===== src/rtl/tbpr_pkg.sv =====
// ----------------------------------------------------------------------------
// tbpr_pkg
// Shared types and constants of the tile background pixel renderer.
// ----------------------------------------------------------------------------
`default_nettype none

package tbpr_pkg;

  localparam int unsigned VIDEO_MEM_BYTES = 8192;
  localparam int unsigned BANK_WORDS      = VIDEO_MEM_BYTES / 2;
  localparam int unsigned ADDR_W          = $clog2(VIDEO_MEM_BYTES);
  localparam int unsigned WORD_W          = ADDR_W - 1;
  localparam int unsigned CFG_INDEX_W     = 3;

  localparam logic [ADDR_W-1:0] MAP_BASE_LOW        = 13'h1800;
  localparam logic [ADDR_W-1:0] MAP_BASE_HIGH       = 13'h1C00;
  localparam logic [WORD_W-1:0] TILE_SIGNED_WORD_OFS = 12'h400;
  localparam logic [7:0]        TILE_SIGN_FLIP      = 8'h80;

  localparam logic ACT_WRITE  = 1'b0;
  localparam logic ACT_RENDER = 1'b1;

  typedef enum logic [CFG_INDEX_W-1:0] {
    REG_SCROLL_Y    = 3'd0,
    REG_SCROLL_X    = 3'd1,
    REG_MAP_SELECT  = 3'd2,
    REG_DATA_SELECT = 3'd3,
    REG_SHADE_MAP   = 3'd4,
    REG_BG_ENABLE   = 3'd5
  } cfg_reg_e;

  typedef struct packed {
    logic [7:0] scroll_y;
    logic [7:0] scroll_x;
    logic       map_select;
    logic       data_select;
    logic [7:0] shade_map;
    logic       bg_enable;
  } cfg_t;

  typedef struct packed {
    logic              render;
    logic [ADDR_W-1:0] addr;
    logic [7:0]        data;
    logic [2:0]        fine_y;
    logic [2:0]        fine_x;
    logic [7:0]        line;
    logic [7:0]        column;
  } item_t;

endpackage

`default_nettype wire


===== src/rtl/tbpr_queue.sv =====
// ----------------------------------------------------------------------------
// tbpr_queue
// Small FIFO between the input side and the render pipeline.
// ----------------------------------------------------------------------------
`default_nettype none

module tbpr_queue
  import tbpr_pkg::*;
#(
  parameter int unsigned DEPTH = 4
) (
  input  wire logic  clk_i,
  input  wire logic  rst_ni,
  input  wire logic  push_i,
  input  wire item_t item_i,
  output logic       full_o,
  input  wire logic  pop_i,
  output item_t      item_o,
  output logic       empty_o
);

  localparam int unsigned PTR_W = (DEPTH > 1) ? $clog2(DEPTH) : 1;
  localparam int unsigned CNT_W = $clog2(DEPTH + 1);
  localparam logic [PTR_W-1:0] LAST_PTR = PTR_W'(DEPTH - 1);
  localparam logic [CNT_W-1:0] FULL_CNT = CNT_W'(DEPTH);

  item_t            slots_q [DEPTH];
  logic [PTR_W-1:0] wr_ptr_q, wr_ptr_d;
  logic [PTR_W-1:0] rd_ptr_q, rd_ptr_d;
  logic [CNT_W-1:0] count_q, count_d;

  assign full_o  = (count_q == FULL_CNT);
  assign empty_o = (count_q == '0);
  assign item_o  = slots_q[rd_ptr_q];

  always_comb begin
    wr_ptr_d = wr_ptr_q;
    rd_ptr_d = rd_ptr_q;
    count_d  = count_q;
    if (push_i) begin
      wr_ptr_d = (wr_ptr_q == LAST_PTR) ? '0 : wr_ptr_q + 1'b1;
    end
    if (pop_i) begin
      rd_ptr_d = (rd_ptr_q == LAST_PTR) ? '0 : rd_ptr_q + 1'b1;
    end
    if (push_i && !pop_i) begin
      count_d = count_q + 1'b1;
    end else if (!push_i && pop_i) begin
      count_d = count_q - 1'b1;
    end
  end

  always_ff @(posedge clk_i or negedge rst_ni) begin
    if (!rst_ni) begin
      wr_ptr_q <= '0;
      rd_ptr_q <= '0;
      count_q  <= '0;
    end else begin
      wr_ptr_q <= wr_ptr_d;
      rd_ptr_q <= rd_ptr_d;
      count_q  <= count_d;
    end
  end

  always_ff @(posedge clk_i) begin
    if (push_i) begin
      slots_q[wr_ptr_q] <= item_i;
    end
  end

endmodule

`default_nettype wire


===== config.mk =====
export PLATFORM = sky130hd
export DESIGN_NAME = tbpr_queue
export DESIGN_NICKNAME = d
export VERILOG_FILES = /design/src/rtl/tbpr_pkg.sv /design/src/rtl/tbpr_queue.sv
export SDC_FILE = /design/constraint.sdc
export NUM_CORES = 1
export LEC_CHECK = 0
export ABC_AREA = 0
export BUFFER_PORTS_ARGS = -buffer_cell sky130_fd_sc_hd__buf_2
export CORE_ASPECT_RATIO = 1.2
export CORE_MARGIN = 2
export CORE_UTILIZATION = 55
export DETAILED_ROUTE_END_ITERATION = 10
export HOLD_SLACK_MARGIN = 0.15
export MAX_ROUTING_LAYER = met4
export PLACE_DENSITY = 0.76
export SETUP_SLACK_MARGIN = 0.02
export SYNTH_ARGS = -nofsm -noshare
export SYNTH_HDL_FRONTEND = slang
export SYNTH_SLANG_ARGS = --single-unit
export TNS_END_PERCENT = 1

===== constraint.sdc =====
create_clock -name clk_i -period 4.47 [get_ports clk_i]
set_clock_uncertainty 0.05 [all_clocks]
set_input_delay 0.2235 -clock clk_i [delete_from_list [all_inputs] [get_ports clk_i]]
set_output_delay 0.2235 -clock clk_i [all_outputs]
set_load 0.03 [all_outputs]

==> summary.md, run 1 <==
| Metric | Value |
|---|---|
| Status | finished, final reports clean |
| Final setup margin | 1.88 ns |
| Syn avg cell area | 25.6 um^2 |
| Die X | 106 um |
| Initial DRT Pass Iterations | 4 |
| Per-cell routed wire length | 19.2 um |
| Most frequent cells in the layout | 176 x edfxtp_1, 93 x buf_2, 48 x dlygate4sd3_1 |
| Clk slew on worst S/H paths | 0.07 ns |
| Final hold violation count | 0 |
| Seq/Total Area, Yosys | 80.0% |
| Routed vias | 3176 |
| Leak pwr | 0.00299 uW |
| Routability cong. | 0.632 |
| Yosys reg bits | 183 |
| DR DRC count | 0 |
| Crit path capture | item_o[43] |
| Max Fclk | 0.387 GHz |
| Period utilization | 57.9% |
| Core area | 0.0121 mm^2 |
| CP endpoint kind | output port |
| # Max-Cap Violations | 0 |
| Setup violators final | 0 |
| Final WL | 11400 um |
| Largest net degree at the start of global routing | 48 |
| Port bufs | 93 |
| Power per cell area | 651 mW/mm^2 |
| Synth cell types | 19 |
| Crit Path Max Fanout | 47 |
| Most common cell after layout, fill and taps aside | edfxtp_1 |
| Overall Global Routing Usage | 19.4% |
| Relative slew slack | 24.0% |
| Tmin final | 2.59 ns |
| Startpoint Class | flop |
| Row count | 44 |
| Skew-Pair Late Insertion Delay | 0.41 ns |
| Cells after Synth | 267 |
| Initial antenna violation count | 0 |
| Worst slew pin tran | 1.14 ns |
| DIE AREA | 0.0133 mm^2 |
| Sink Count | 183 |
| Nets | 476 |
| Number of vias per cell | 5.34 |
| Peak supply drop | 0.354 mV |
| First-pass GRT wire length | 18300 um |
| Worst flop-to-flop path startpoint | wr_ptr_q[0] |
| Ant diodes | 0 |
| Die Y | 126 um |
| Worst slack at placement | 2.25 ns |
| Vias in the first global route | 3468 |
| Path depth of the worst reg2reg path | 4 |
| Reg-to-reg endpoint | slots_q[0][5] |
| HPWL Detailed | 6530 um |
| Layout cells sized above 1 | 40.6% |
| Htree depth | 4 |
| Worst hold-check path type | flop to flop |
| Antenna viol nets, final | 0 |
| CTS root buffer | clkbuf_16 |
| Gr ovfl total | 0 |
| Max-slew violations | 0 |
| Fin Setup TNS | 0 ns |
| Critical path type | flop to output port |
| RSZ-0062 raised after global routing | no |
| Initial Util | 56.4% |
| CTS Buf Count | 17 |
| Post-CTS Resized | 0 |
| Crit path DAT | 2.31 ns |
| # IOs | 94 |
| DR iter-0 viols | 186 |
| CTS tree | yes |
| Clock Path Buffers | 2 |
| Area delta synth->final | 24.0% |
| Req. time, crit path | 4.20 ns |
| Postcts setup bufs | 0 |
| Cts-stage hold buffer count | 48 |
| Syn Nets | 322 |
| Synth warn | 0 |
| Beginning of the critical path | rd_ptr_q[0] |
| R2R Setup Slk | 2.43 ns |
| Mapped Area | 0.00683 mm^2 |
## registers in the layout, summed over array words and instances, names as in the netlist
register	cells
count_q	3
slots_q	176
rd_ptr_q	2
wr_ptr_q	2
## layout make-up
class                           count  area [um^2]
Timing Repair Buffer              145          976
Tap cell                          161          201
Clock inverter                     15          145
Multi-Input combinational cell     70         1240
Inverter                            4         15.0
Fill cell                         784         3640
Clock buffer                       17          425
Sequential cell                   183         5470
## critical path, stage by stage, from the launching register on
cell and delay [ns]:
dfrtp_4 1.04, mux4_1 0.66, buf_2 0.20
## synthesized netlist by cell type, drive strengths merged
| library cell | instances | share of area, % |
|---|---|---|
| nor3 | 1 | 0.073 |
| buf | 10 | 1.7 |
| nor2 | 3 | 0.16 |
| xor2 | 2 | 0.26 |
| nor3b | 1 | 0.11 |
| fa | 1 | 0.29 |
| and2 | 4 | 0.37 |
| o21ai | 2 | 0.15 |
| dfrtp | 7 | 2.6 |
| nand2 | 2 | 0.11 |
| ha | 6 | 1.1 |
| inv | 4 | 0.22 |
| mux2 | 3 | 0.49 |
| xnor2 | 1 | 0.13 |
| mux4 | 44 | 15 |
| edfxtp | 176 | 77 |
## routing by layer
metal / global-route usage, % / up-vias / share of wire, %
li1: - / 1439 / -
met1: 23.5 / 1641 / 41
met2: 32.5 / 82 / 54
met3: 4.24 / 14 / 3.4
met4: 6.58 / 0 / 1.4
met5: - / - / 0
## logic make-up after synthesis
family,count (synthesis),share of synthesized area (%)
AND/OR/NAND/NOR,11,0.825
buffers and inverters,14,1.92
XOR/XNOR,3,0.385
multiplexers,47,15.3
flip-flops,183,80.0
adder cells (fa/ha/maj),7,1.39
AO/OA/AOI/OAI,2,0.147
## power by group
part | internal, uW | leakage [uW] | switching (uW)
clock | 782 | 0.000276 | 643
sequential | 2200 | 0.00170 | 284
combinational | 676 | 0.00101 | 929
total | 3660 | 0.00299 | 1860
## through the flow
stage | area [um^2] | hold slack (ns) | std cells | util (%) | total power (uW)
2_1_floorplan | 6830 | -0.122 | 267 | - | 3740
3_3_place_gp | 7420 | 0.0165 | 515 | 61.2 | 4100
3_5_place_dp | 7420 | 0.0192 | 515 | 61.2 | 4130
4_1_cts | 8470 | 0.444 | 595 | 69.9 | 5580
5_1_grt | 8470 | 0.472 | 595 | 69.9 | 5770
6_report | 8470 | 0.444 | 595 | 69.9 | 5520
## worst min path at each step
| stage | slack (ns) | to | from | cells after the start |
|---|---|---|---|---|
| after detailed placement | 0.02 | count_q[2] | rst_ni | 1 |
| final | 0.44 | count_q[2] | count_q[2] | 1 |
| after global routing | 0.47 | count_q[2] | count_q[2] | 1 |
| after global placement | 0.02 | count_q[1] | rst_ni | 1 |
| after CTS | 0.44 | count_q[2] | count_q[2] | 1 |
| after floorplan | -0.12 | count_q[0] | rst_ni | 0 |
Note: power is estimated with default switching activity, not from simulation.
==> run 2: changes to the inputs <==
Settings changed: CORE_UTILIZATION 55 to 51, PLACE_DENSITY 0.76 to 0.74.
Clock period 4.47 ns to 2.1 ns, I/O delays scaled along.
==> run 2 against run 1 <==
Compared with the run above:
- combinational power rose by 150%
- power rose by 120%
- sequential share of layout area fell by 0.87 points
- largest power group unchanged
- highest routed layer unchanged
- largest cell class unchanged
- flip-flop and latch count did not move
==> summary.md, run 2 (synthesized netlist as in run 1, its figures left out) <==
| Metric | Value |
|---|---|
| CTS root buffer | clkbuf_16 |
| Metal3 WL | 521 um |
| Max Fclk | 0.497 GHz |
| Tmin final | 2.01 ns |
| Area delta synth->final | 25.8% |
| Sink Count | 183 |
| Cell internal pwr | 7860 uW |
| Htree depth | 4 |
| Most common cell after layout, fill and taps aside | edfxtp_1 |
| Period utilization | 95.9% |
| Row count | 46 |
| Biggest regs | slots_q x176, count_q x3 |
| Clock group share of total power | 24.9% |
| Status | finished, final reports clean |
| Final hold violation count | 0 |
| # Max-Cap Violations | 0 |
| Routability cong. | 0.712 |
| Total power | 11900 uW |
| HPWL Detailed | 7100 um |
| Hold Startpoint | item_i[18] |
| Number of vias per cell | 5.30 |
| Overall Global Routing Usage | 17.7% |
| Worst path max stage delay | 0.64 ns |
| Switching portion of total power | 33.9% |
| Non-filler instance count after layout | 610 |
| Routed vias | 3236 |
| Ant diodes | 0 |
| Initial Util | 52.0% |
| CTS Buf Count | 17 |
| CTS tree | yes |
| RSZ-0062 raised after global routing | yes |
| Die X | 110 um |
| Peak supply drop | 0.750 mV |
| Initial DRT Pass Iterations | 4 |
| Core area | 0.0131 mm^2 |
| Metal-1 WL | 5040 um |
| Initial antenna violation count | 0 |
| Filler cells | 879 |
| Most frequent cells in the layout | 176 x edfxtp_1, 93 x buf_2, 48 x dlygate4sd3_1 |
| Leak pwr | 0.00303 uW |
| Crit Path Max Fanout | 25 |
| Largest net degree at the start of global routing | 28 |
| Vias in the first global route | 3407 |
| Biggest register | slots_q |
| Critical path type | flop to output port |
| Nets | 484 |
| Die Y | 131 um |
| Max FFs per register | 176 |
| # IOs | 94 |
| Final WL | 11500 um |
| Skew-Pair Late Insertion Delay | 0.41 ns |
| Worst flop-to-flop path startpoint | wr_ptr_q[0] |
| DR iter-0 viols | 122 |
| Beginning of the critical path | rd_ptr_q[1] |
| Worst hold-check path type | input port to flop |
| Clk slew on worst S/H paths | 0.07 ns |
| Worst slew pin tran | 0.403 ns |
| Dpl cells | 529 |
| Top layer used by detailed routing | met4 |
| Gr ovfl total | 0 |
| Startpoint Class | flop |
| Psw | 4030 uW |
| Clock Path Buffers | 2 |
| CP endpoint kind | output port |
| DR DRC count | 0 |
| Max-slew violations | 0 |
| Relative slew slack | 73.1% |
| Crit path DAT | 1.86 ns |
| Per-cell routed wire length | 18.8 um |
| DIE AREA | 0.0143 mm^2 |
| Sequential power share | 41.8% |
| Worst path slowest cell | dfrtp_4 |
| First-pass GRT wire length | 17600 um |
| Req. time, crit path | 1.95 ns |
| Port bufs | 93 |
| Met2 Wirelength | 5760 um |
| Critical Path, Cell by Cell | buf_12 > mux4_2 > buf_2 |
| Setup violators final | 0 |
| Comb power frac | 33.3% |
| Power per cell area | 1380 mW/mm^2 |
| Antenna viol nets, final | 0 |
| Layout cells sized above 1 | 41.6% |
## run 2: cell count changes in the layout (fill, tap and decap cells not counted), sizes merged
cell / delta
buf: +8
bufinv: -1
inv: +4
clkinvlp: +1
clkinv: -4
## run 2: worst max-delay path: cells and delay by family, from the launching register on
family                 cells  cell delay, ns
multiplexers               1            0.34
buffers and inverters      2            0.44
flip-flops                 1            0.64
## run 2: layer usage
metal	vias to the layer above	global-route usage, %
met4	0	6.70
met5	-	-
met1	1664	22.3
li1	1466	-
met3	17	4.81
met2	89	27.9
## run 2: per-stage QoR
| step | setup slack [ns] | setup TNS (ns) | hold WS [ns] | utilization (%) | area (um^2) |
|---|---|---|---|---|---|
| after floorplan | -0.0319 | -1.73 | -0.241 | - | 6830 |
| after global placement | 0.379 | 0 | -0.0994 | 57.5 | 7540 |
| after detailed placement | 0.388 | 0 | -0.103 | 57.5 | 7540 |
| after CTS | 0.0466 | 0 | 0.361 | 65.4 | 8590 |
| after global routing | 0.00839 | 0 | 0.367 | 65.4 | 8590 |
| final | 0.0870 | 0 | 0.379 | 65.4 | 8590 |
## run 2: layout make-up
type / instances / area (um^2) / share of cell area [%]
sequential: 183 / 5470 / 63.7
multi-input combinational: 70 / 1240 / 14.4
timing repair buffer: 153 / 1100 / 12.8
clock buffer: 17 / 425 / 4.95
tap: 168 / 210 / 2.45
clock inverter: 15 / 131 / 1.53
inverter: 4 / 15.0 / 0.175
## run 2: path summary, 6_finish.rpt
| kind | endpoint | slack (ns) | cells past startpoint |
|---|---|---|---|
| worst max-delay path | item_o[10] | 0.09 | 3 |
| worst min-delay path | slots_q[0][18] | 0.38 | 2 |
| worst max register to register | slots_q[0][28] | 0.53 | 4 |
| worst min register to register | count_q[2] | 0.44 | 1 |
| max in group asynchronous | rd_ptr_q[1] | 1.15 | 3 |
| min in group asynchronous | count_q[2] | 0.58 | 3 |
## run 2: timing repair
| action | in CTS | in global routing |
|---|---|---|
| hold buffers | 48 | 0 |
| hold endpoints to repair | 188 | 0 |
| pin swaps | 0 | 0 |
| setup endpoints to repair | 44 | 4 |
| gates cloned | 0 | 0 |
| setup buffers | 1 | 0 |
| resized for setup | 1 | 0 |
## run 2: power groups by stage
stage / combinational [uW] / clock (uW) / sequential, uW
4_1_cts: 4040 / 3030 / 4980
2_1_floorplan: 3070 / 0 / 4890
6_report: 3960 / 2960 / 4970
3_3_place_gp: 3890 / 0 / 5040
3_5_place_dp: 3920 / 0 / 5080
5_1_grt: 4220 / 3180 / 5030
