## src/rtl/tbpr_pkg.sv

```systemverilog
// ----------------------------------------------------------------------------
// tbpr_pkg
// Shared types and constants of the tile background pixel renderer.
// ----------------------------------------------------------------------------
`default_nettype none

package tbpr_pkg;

  localparam int unsigned VIDEO_MEM_BYTES = 8192;
  localparam int unsigned BANK_WORDS      = VIDEO_MEM_BYTES / 2;
  localparam int unsigned ADDR_W          = $clog2(VIDEO_MEM_BYTES);
  localparam int unsigned WORD_W          = ADDR_W - 1;
  localparam int unsigned CFG_INDEX_W     = 3;

  localparam logic [ADDR_W-1:0] MAP_BASE_LOW        = 13'h1800;
  localparam logic [ADDR_W-1:0] MAP_BASE_HIGH       = 13'h1C00;
  localparam logic [WORD_W-1:0] TILE_SIGNED_WORD_OFS = 12'h400;
  localparam logic [7:0]        TILE_SIGN_FLIP      = 8'h80;

  localparam logic ACT_WRITE  = 1'b0;
  localparam logic ACT_RENDER = 1'b1;

  typedef enum logic [CFG_INDEX_W-1:0] {
    REG_SCROLL_Y    = 3'd0,
    REG_SCROLL_X    = 3'd1,
    REG_MAP_SELECT  = 3'd2,
    REG_DATA_SELECT = 3'd3,
    REG_SHADE_MAP   = 3'd4,
    REG_BG_ENABLE   = 3'd5
  } cfg_reg_e;

  typedef struct packed {
    logic [7:0] scroll_y;
    logic [7:0] scroll_x;
    logic       map_select;
    logic       data_select;
    logic [7:0] shade_map;
    logic       bg_enable;
  } cfg_t;

  typedef struct packed {
    logic              render;
    logic [ADDR_W-1:0] addr;
    logic [7:0]        data;
    logic [2:0]        fine_y;
    logic [2:0]        fine_x;
    logic [7:0]        line;
    logic [7:0]        column;
  } item_t;

endpackage

`default_nettype wire

```

## src/rtl/tbpr_front.sv

```systemverilog
// ----------------------------------------------------------------------------
// tbpr_front
// Input side: accept transactions, apply scroll and form the tile map address.
// ----------------------------------------------------------------------------
`default_nettype none

module tbpr_front
  import tbpr_pkg::*;
(
  input  wire logic              in_valid_i,
  output logic                   in_stall_o,
  input  wire logic              action_i,
  input  wire logic [ADDR_W-1:0] mem_addr_i,
  input  wire logic [7:0]        mem_data_i,
  input  wire logic [7:0]        screen_line_i,
  input  wire logic [7:0]        screen_column_i,
  input  wire cfg_t              cfg_i,
  input  wire logic              queue_full_i,
  output logic                   push_o,
  output item_t                  item_o
);

  logic [7:0]        pos_y;
  logic [7:0]        pos_x;
  logic [ADDR_W-1:0] map_base;
  logic [ADDR_W-1:0] map_addr;

  assign pos_y    = screen_line_i + cfg_i.scroll_y;
  assign pos_x    = screen_column_i + cfg_i.scroll_x;
  assign map_base = cfg_i.map_select ? MAP_BASE_HIGH : MAP_BASE_LOW;
  assign map_addr = map_base + {3'b000, pos_y[7:3], pos_x[7:3]};

  assign in_stall_o = queue_full_i;
  assign push_o     = in_valid_i & ~queue_full_i;

  always_comb begin
    item_o.render = (action_i == ACT_RENDER);
    item_o.addr   = (action_i == ACT_RENDER) ? map_addr : mem_addr_i;
    item_o.data   = mem_data_i;
    item_o.fine_y = pos_y[2:0];
    item_o.fine_x = pos_x[2:0];
    item_o.line   = screen_line_i;
    item_o.column = screen_column_i;
  end

endmodule

`default_nettype wire

```

## config.mk

```make
export PLATFORM = sky130hd
export DESIGN_NAME = tbpr_front
export DESIGN_NICKNAME = d
export VERILOG_FILES = /design/src/rtl/tbpr_pkg.sv /design/src/rtl/tbpr_front.sv
export SDC_FILE = /design/constraint.sdc
export NUM_CORES = 1
export LEC_CHECK = 0
export BUFFER_PORTS_ARGS = -buffer_cell sky130_fd_sc_hd__buf_2
export CORE_AREA = 4 4 61 63
export DETAILED_ROUTE_END_ITERATION = 8
export DIE_AREA = 0 0 65 67
export PLACE_DENSITY = 0.79
export SLEW_MARGIN = 20
export SYNTH_ARGS = -nofsm -noshare
export SYNTH_HDL_FRONTEND = slang
export SYNTH_SLANG_ARGS = --single-unit
```

## constraint.sdc

```tcl
create_clock -name vclk -period 1.2
set_input_delay 0.06 -clock vclk [all_inputs]
set_output_delay 0.06 -clock vclk [all_outputs]
set_load 0.005 [all_outputs]
```

==> impl_metrics.json, run 1 <==
{
  "viasPerCell": 4.93,
  "hold_viol_final": 0,
  "final_nets": 306,
  "numPortBuffers": 87,
  "gp_congestion": 0.796,
  "place_hpwl_um": 2710,
  "stdcell_area_um2": 1830,
  "crit_family": "simple AND/OR/NAND/NOR gates",
  "syn-num-nets": 217,
  "mostFrequentLayoutCells": "79 x buf_2, 28 x buf_4, 11 x ha_4, 7 x nand2_1, 7 x buf_6",
  "netlist_instances": 134,
  "max_stage_delay_ps": 400,
  "io_pins": 113,
  "detail_route.wl_per_cell_um": 12.1,
  "dpl_cell_area_um2": 1650,
  "hold_end": "item_o[24]",
  "syn-cell-area_um2": 1020,
  "drive_gt1_frac": 0.683,
  "grt_first_pass_wirelength_um": 5070,
  "start_util": 0.315,
  "grt.overflow.total": 0,
  "finalSetupTns_ps": -1590,
  "status": "finished with violations",
  "grt_max_degree": 17,
  "slew_headroom": 0.760,
  "synth_cell_types": 39,
  "period_share": 1.20,
  "drt_iter0_drc": 21,
  "maxSlewViolCount": 0,
  "maxCapViolations": 0,
  "worstSetupStartpointType": "input port",
  "area_growth_pct": 79.7,
  "endpoint_kind": "output port",
  "nFlopsAndLatches": 0,
  "violations": "setup timing",
  "postRouteAntennaNets": 0,
  "die_h_um": 67,
  "num_vias": 1315,
  "leakagePower_nw": 0.859,
  "cpMaxStageDelayCell": "or4_1",
  "p_per_area_nw_per_um2": 455,
  "power_w": 0.000833,
  "arrival_ps": 1380,
  "track_usage": 0.139,
  "antenna_cells": 0,
  "path_cells": "buf_8 -> ha_4 -> a211oi_4 -> o31ai_2 -> or4_1 -> nand3_1 -> buf_2",
  "seq_area_frac_synth": 0,
  "drt_wl_total_um": 3240,
  "fin_ws_ps": -245,
  "setup_viol": 9,
  "max_freq_mhz": 692,
  "antenna_found_initial": 0,
  "min_period_ps": 1440,
  "worstPathBufferInverterCount": 2,
  "seqCellArea_um2": 0,
  "timing.setup.critical_path_class": "in2out",
  "rsz0062_at_grt": "true",
  "core_area_um2": 3230,
  "worst_pin_slew_ps": 358,
  "grt_pass1_vias": 1237,
  "hp-class": "in2out",
  "required_ps": 1140,
  "syn_area_per_cell_um2": 7.60,
  "drt-pass1-iter-count": 4,
  "dieWidth_um": 65,
  "fp-row-count": 21,
  "hold_path_depth": 0,
  "clkbuf_count": 0,
  "dieArea_um2": 4360,
  "drc_errors": 0,
  "synth_warnings": 0,
  "layout_commonest_cell": "buf_2",
  "worstHoldStart": "mem_data_i[2]",
  "ir_drop_mv": 0.176,
  "cp_max_fo": 2
}
## cell type report
| class | count | area (um^2) |
|---|---|---|
| tap | 46 | 57.6 |
| fill | 308 | 1400 |
| timing repair buffer | 117 | 729 |
| multi-input combinational | 99 | 1020 |
| inverter | 5 | 18.8 |
## timing repair
| item | CTS | global route |
|---|---|---|
| cloned | 0 | 0 |
| setup endpoints to repair | 10 | 12 |
| gates resized for setup | 21 | 12 |
| hold buffers | 0 | 0 |
| buffers inserted | 1 | 1 |
| pin swaps | 22 | 7 |
## stage by stage
step / instances / utilization / setup WS [ps] / hold WS, ps
6_report: 267 / 0.566 / -245 / 120
4_1_cts: 267 / 0.543 / -271 / 120
2_1_floorplan: 134 / - / -83.5 / 150
3_5_place_dp: 266 / 0.510 / -346 / 120
5_1_grt: 267 / 0.566 / -331 / 120
3_3_place_gp: 266 / 0.510 / -344 / 120
## Yosys cell counts, drive strengths merged
| master | count | share of area |
|---|---|---|
| a21o | 4 | 0.031 |
| a31oi | 2 | 0.012 |
| o2bb2ai | 4 | 0.034 |
| nor3 | 1 | 0.0049 |
| or2 | 2 | 0.012 |
| o31ai | 3 | 0.022 |
| nand4 | 2 | 0.012 |
| clkbuf | 3 | 0.011 |
| o21bai | 6 | 0.044 |
| or3 | 1 | 0.0061 |
| fa | 2 | 0.039 |
| a211oi | 10 | 0.084 |
| nor4 | 4 | 0.025 |
| a22oi | 2 | 0.015 |
| buf | 27 | 0.20 |
| inv | 5 | 0.018 |
| ha | 14 | 0.17 |
| o311ai | 1 | 0.0086 |
| a211o | 1 | 0.0086 |
| mux2 | 1 | 0.011 |
| nand2 | 7 | 0.026 |
| nor2b | 2 | 0.012 |
| and3 | 2 | 0.012 |
| a21oi | 3 | 0.015 |
| xnor2 | 2 | 0.017 |
| o211ai | 2 | 0.015 |
| o21ai | 8 | 0.039 |
| xor2 | 2 | 0.017 |
| nand3b | 3 | 0.022 |
| nand4b | 1 | 0.0086 |
| o32ai | 1 | 0.0086 |
| nand3 | 3 | 0.015 |
| mux2i | 1 | 0.0098 |
| or4 | 2 | 0.015 |
## layer usage
layer  GRT usage  part of all wire  routed length [um]
met5           0                 0                   0
met4     0.00528            0.0022                   7
met3     0.00675             0.074                 241
met2       0.255              0.49                1600
met1       0.187              0.43                1400
## worst max path at each step
stage / from / end / slack [ps] / cells past startpoint
2_1_floorplan: screen_line_i[0] / item_o[38] / -80 / 5
3_3_place_gp: screen_line_i[0] / item_o[38] / -340 / 7
3_5_place_dp: screen_line_i[0] / item_o[38] / -350 / 7
4_1_cts: screen_column_i[0] / item_o[33] / -270 / 7
5_1_grt: screen_line_i[0] / item_o[38] / -330 / 7
6_report: cfg_i[20] / item_o[39] / -240 / 7
## where the power goes
group          switching [W]  internal (W)  total, W
sequential                 0             0         0
clock                      0             0         0
combinational       0.000369      0.000464  0.000833
total               0.000369      0.000464  0.000833
## cell families after synthesis
| family | share of synthesized area |
|---|---|
| AO/OA/AOI/OAI | 0.337 |
| multiplexers | 0.0209 |
| XOR/XNOR | 0.0344 |
| adder cells (fa/ha/maj) | 0.211 |
| buffers and inverters | 0.226 |
| AND/OR/NAND/NOR | 0.171 |
Note: power is estimated with default switching activity, not from simulation.
==> run 2: changes to the inputs <==
--- a/config.mk
+++ b/config.mk
@@ -6,10 +6,10 @@
 export NUM_CORES = 1
 export LEC_CHECK = 0
 export BUFFER_PORTS_ARGS = -buffer_cell sky130_fd_sc_hd__buf_2
-export CORE_AREA = 4 4 61 63
+export CORE_AREA = 4 4 59 61
 export DETAILED_ROUTE_END_ITERATION = 8
-export DIE_AREA = 0 0 65 67
-export PLACE_DENSITY = 0.79
+export DIE_AREA = 0 0 63 65
+export PLACE_DENSITY = 0.81
 export SLEW_MARGIN = 20
 export SYNTH_ARGS = -nofsm -noshare
 export SYNTH_HDL_FRONTEND = slang
==> constraint.sdc (replaced) <==
create_clock -name vclk -period 1.4
set_input_delay 0.07 -clock vclk [all_inputs]
set_output_delay 0.07 -clock vclk [all_outputs]
set_load 0.005 [all_outputs]
==> run 2 against run 1 <==
Against the previous run: the flow still finishes with violations (setup timing); final cell count shrank 6.7%; combinational power shrank 19%; setup slack better by 150 ps; total power decreased by 19%; routed wire length rose by 0.49%; critical path depth is the same; global-route usage grew 0.63 points; via count increased by 0.46%; hold slack better by 20 ps; non-clock buffer count is 5 lower; clock-buffer cell count is the same; cell area decreased by 7.5%; critical path type unchanged; largest power group unchanged; highest routed layer is now met3.
==> impl_metrics.json, run 2 (same netlist as run 1, synthesis figures left out) <==
{
  "status": "finished with violations",
  "violations": "setup timing",
  "gp_congestion": 0.884,
  "layout_commonest_cell": "buf_2",
  "drt_wl_total_um": 3260,
  "area_growth_pct": 66.3,
  "detail_route.wl_per_cell_um": 13.1,
  "leakagePower_nw": 0.823,
  "cp_max_fo": 3,
  "mostFrequentLayoutCells": "79 x buf_2, 24 x buf_4, 7 x nand2_1, 7 x ha_4",
  "fillerInstances": 280,
  "setup.worst_path.start": "screen_line_i[0]",
  "multi_input_area_um2": 946,
  "grt_max_degree": 17,
  "final_nets": 301,
  "rsz0062_at_grt": "true",
  "track_usage": 0.146,
  "drc_errors": 0,
  "viasPerCell": 5.31,
  "clkbuf_count": 0,
  "core_area_um2": 2980,
  "drive_gt1_frac": 0.648,
  "maxSlewViolCount": 0,
  "max_freq_mhz": 670,
  "io_pins": 113,
  "place_hpwl_um": 2540,
  "grt.overflow.total": 0,
  "grt_pass1_vias": 1261,
  "slew_headroom": 0.813,
  "ir_drop_mv": 0.137,
  "min_period_ps": 1490,
  "worst_pin_slew_ps": 278,
  "dieArea_um2": 4100,
  "timing.setup.critical_path_class": "in2out",
  "seqCellArea_um2": 0,
  "numPortBuffers": 87,
  "crit_end": "item_o[38]",
  "fin_cells": 249,
  "antenna_cells": 0,
  "period_share": 1.07,
  "postRouteAntennaNets": 0,
  "fp-row-count": 20,
  "p_per_area_nw_per_um2": 396,
  "maxCapViolations": 0,
  "required_ps": 1330,
  "setup_viol": 7,
  "arrival_ps": 1420,
  "finalSetupTns_ps": -503,
  "fin_ws_ps": -92.7,
  "place_ws_ps": -298,
  "drt-pass1-iter-count": 4,
  "drt_iter0_drc": 32,
  "dieWidth_um": 63,
  "nFlopsAndLatches": 0,
  "hold_slack_ps": 140,
  "die_h_um": 65,
  "hold_viol_final": 0,
  "grt_first_pass_wirelength_um": 5200,
  "antenna_found_initial": 0,
  "hold_path_depth": 0,
  "placed_cells": 246,
  "num_vias": 1321,
  "endpoint_kind": "output port",
  "start_util": 0.342,
  "worstSetupStartpointType": "input port",
  "hp-class": "in2out",
  "finish.utilization": 0.569
}
## run 2: through the flow
step	area (um^2)	power, W
after global routing	1690	0.000746
after detailed placement	1460	0.000561
final	1690	0.000671
after CTS	1650	0.000645
after floorplan	1030	0.000339
after global placement	1460	0.000551
## run 2: routing by layer
layer / wire length [um] / share of wire / up-vias / track usage
met5: 0 / 0 / - / 0
met4: 0 / 0 / 0 / 0
met3: 331 / 0.10 / 0 / 0.0243
met2: 1620 / 0.50 / 66 / 0.281
met1: 1300 / 0.40 / 598 / 0.177
li1: - / - / 657 / -
## run 2: layout make-up
cell class	count	share of cell area
timing repair buffer	112	0.406
multi-input combinational	99	0.558
inverter	5	0.0111
tap	33	0.0244
## run 2: how the worst min path moves through the flow
stage | slack (ps) | startpoint | end
floorplan | 170 | queue_full_i | push_o
global placement | 140 | mem_data_i[0] | item_o[22]
detailed placement | 140 | mem_data_i[0] | item_o[22]
CTS | 140 | mem_data_i[0] | item_o[22]
global route | 140 | mem_data_i[2] | item_o[24]
finish | 140 | mem_data_i[2] | item_o[24]
## run 2: worst max-delay path, stage by stage
cell and delay, ps:
buf_6 100, ha_4 170, fa_2 370, a211oi_2 210, o21bai_1 110, o311ai_1 230, buf_2 160
## run 2: power breakdown
group | total, W | switching [W] | leakage [nW] | internal [W]
Clock | 0 | 0 | 0 | 0
Sequential | 0 | 0 | 0 | 0
Combinational | 0.000671 | 0.000303 | 0.823 | 0.000369
Total | 0.000671 | 0.000303 | 0.823 | 0.000369
## run 2: repair_timing
| item | CTS | global route |
|---|---|---|
| gates resized for setup | 35 | 6 |
| hold buffers | 0 | 0 |
| setup buffers | 2 | 1 |
| pin swaps | 20 | 5 |
| endpoints found under the setup margin | 7 | 8 |
==> run 3: changes to the inputs <==
--- a/config.mk
+++ b/config.mk
@@ -6,11 +6,10 @@
 export NUM_CORES = 1
 export LEC_CHECK = 0
 export BUFFER_PORTS_ARGS = -buffer_cell sky130_fd_sc_hd__buf_2
-export CORE_AREA = 4 4 59 61
+export CORE_AREA = 4 4 57 59
 export DETAILED_ROUTE_END_ITERATION = 8
-export DIE_AREA = 0 0 63 65
-export PLACE_DENSITY = 0.81
-export SLEW_MARGIN = 20
+export DIE_AREA = 0 0 61 63
+export PLACE_DENSITY = 0.86
 export SYNTH_ARGS = -nofsm -noshare
 export SYNTH_HDL_FRONTEND = slang
 export SYNTH_SLANG_ARGS = --single-unit
==> constraint.sdc (replaced) <==
create_clock -name vclk -period 1.9
set_input_delay 0.095 -clock vclk [all_inputs]
set_output_delay 0.095 -clock vclk [all_outputs]
set_load 0.005 [all_outputs]
==> run 3 against run 2 <==
Against the previous run: the flow now finishes without violations; setup slack improved by 230 ps; total power fell by 46%; sequential share of layout area did not move; routed wire length fell by 15%; hold slack improved by 50 ps; final cell count fell by 10%.
==> impl_metrics.json, run 3 (same netlist as run 1, synthesis figures left out) <==
{
  "status": "completed",
  "endpoint_kind": "output port",
  "worst_pin_slew_ps": 301,
  "fin_cells": 223,
  "final_nets": 277,
  "hold_viol_final": 0,
  "critPathMostFrequentCell": "buf_2",
  "antenna_cells": 0,
  "seqPwrFrac": 0,
  "setup_viol": 0,
  "finish.utilization": 0.477,
  "path_cells": "buf_2 -> ha_1 -> fa_1 -> a211oi_1 -> o21bai_1 -> nand4_1 -> o211ai_1 -> buf_2",
  "period_share": 0.926,
  "postRouteAntennaNets": 0,
  "io_pins": 113,
  "slew_headroom": 0.797,
  "antenna_found_initial": 0,
  "p_int_w": 0.000183,
  "core_area_um2": 2710,
  "detail_route.wl_per_cell_um": 12.3,
  "dieArea_um2": 3840,
  "drive_gt1_frac": 0.500,
  "clock_power_share": 0,
  "num_vias": 1208,
  "grt_pass1_vias": 1144,
  "leakagePower_nw": 0.675,
  "worstPathBufferInverterCount": 2,
  "ir_drop_mv": 0.135,
  "dieWidth_um": 61,
  "fp-row-count": 19,
  "area_growth_pct": 27.0,
  "grt_max_degree": 19,
  "cp_max_fo": 3,
  "hold_path_depth": 0,
  "drt_iter0_drc": 42,
  "multi_input_area_um2": 793,
  "power_frac_comb": 1.000,
  "p_sw_frac": 0.497,
  "max_freq_mhz": 569,
  "gp_congestion": 0.791,
  "p_per_area_nw_per_um2": 281,
  "nFlopsAndLatches": 0,
  "placed_cells": 223,
  "maxCapViolations": 0,
  "worstSetupStartpointType": "input port",
  "mostFrequentLayoutCells": "87 x buf_2, 14 x ha_1, 7 x nand2_1, 7 x a211oi_1",
  "fillerInstances": 276,
  "arrival_ps": 1660,
  "rsz0062_at_grt": "false",
  "place_hpwl_um": 2410,
  "finalSetupTns_ps": 0,
  "cts_setup_buffers": 0,
  "layout_commonest_cell": "buf_2",
  "grt.overflow.total": 0,
  "numPortBuffers": 87,
  "required_ps": 1800,
  "hold_end": "item_o[24]",
  "worstHoldStart": "mem_data_i[2]",
  "maxSlewViolCount": 0,
  "cpMaxStageDelayCell": "fa_1",
  "timing.setup.critical_path_class": "in2out",
  "die_h_um": 63,
  "seqCellArea_um2": 0,
  "min_period_ps": 1760,
  "drt-pass1-iter-count": 4,
  "track_usage": 0.133,
  "viasPerCell": 5.42,
  "clkbuf_count": 0,
  "crit_family": "adder cells",
  "drt_wl_total_um": 2750,
  "switchingPower_w": 0.000181,
  "hp-class": "in2out",
  "start_util": 0.376,
  "drc_errors": 0,
  "max_stage_delay_ps": 440,
  "grt_first_pass_wirelength_um": 4370
}
## run 3: cell types whose count changed in the layout (fill, tap and decap cells not counted), sizes merged
cell / change
buf: -24
## run 3: how the worst max path moves through the flow
stage,start,to,slack [ps],cells after the start
2_1_floorplan,screen_line_i[0],item_o[38],440,5
3_3_place_gp,screen_line_i[0],item_o[38],120,7
3_5_place_dp,screen_line_i[0],item_o[38],130,7
4_1_cts,screen_line_i[0],item_o[38],110,7
5_1_grt,screen_column_i[0],item_o[33],30,7
6_report,screen_column_i[0],item_o[33],140,8
## run 3: timing repair
item / CTS / global route
endpoints found under the setup margin: 0 / 1
gates resized for setup: 0 / 1
hold buffers: 0 / 0
hold endpoints to repair: 0 / 0
## run 3: metal layers
metal | vias to the layer above | GRT usage | routed length, um
met5 | - | 0 | 0
met4 | 0 | 0.0136 | 14
met3 | 2 | 0.00620 | 314
met2 | 63 | 0.263 | 1380
met1 | 535 | 0.152 | 1050
li1 | 608 | - | -
## run 3: final cells by class
cell class,count,share of cell area
multi-input combinational,99,0.613
timing repair buffer,88,0.342
tap,31,0.0300
inverter,5,0.0145
## run 3: power by group through the flow
stage                     Combinational (W)  Clock, W  Sequential (W)
final                              0.000364         0               0
after detailed placement           0.000363         0               0
after CTS                          0.000366         0               0
after global routing               0.000411         0               0
after global placement             0.000357         0               0
after floorplan                    0.000247         0               0
## run 3: per-stage QoR
stage	hold slack, ps	worst slack [ps]	power (W)	instance area [um^2]
after floorplan	220	436	0.000247	1020
after global placement	190	117	0.000357	1290
after detailed placement	190	127	0.000363	1290
after CTS	190	113	0.000366	1290
after global routing	190	34.8	0.000411	1290
final	190	141	0.000364	1290
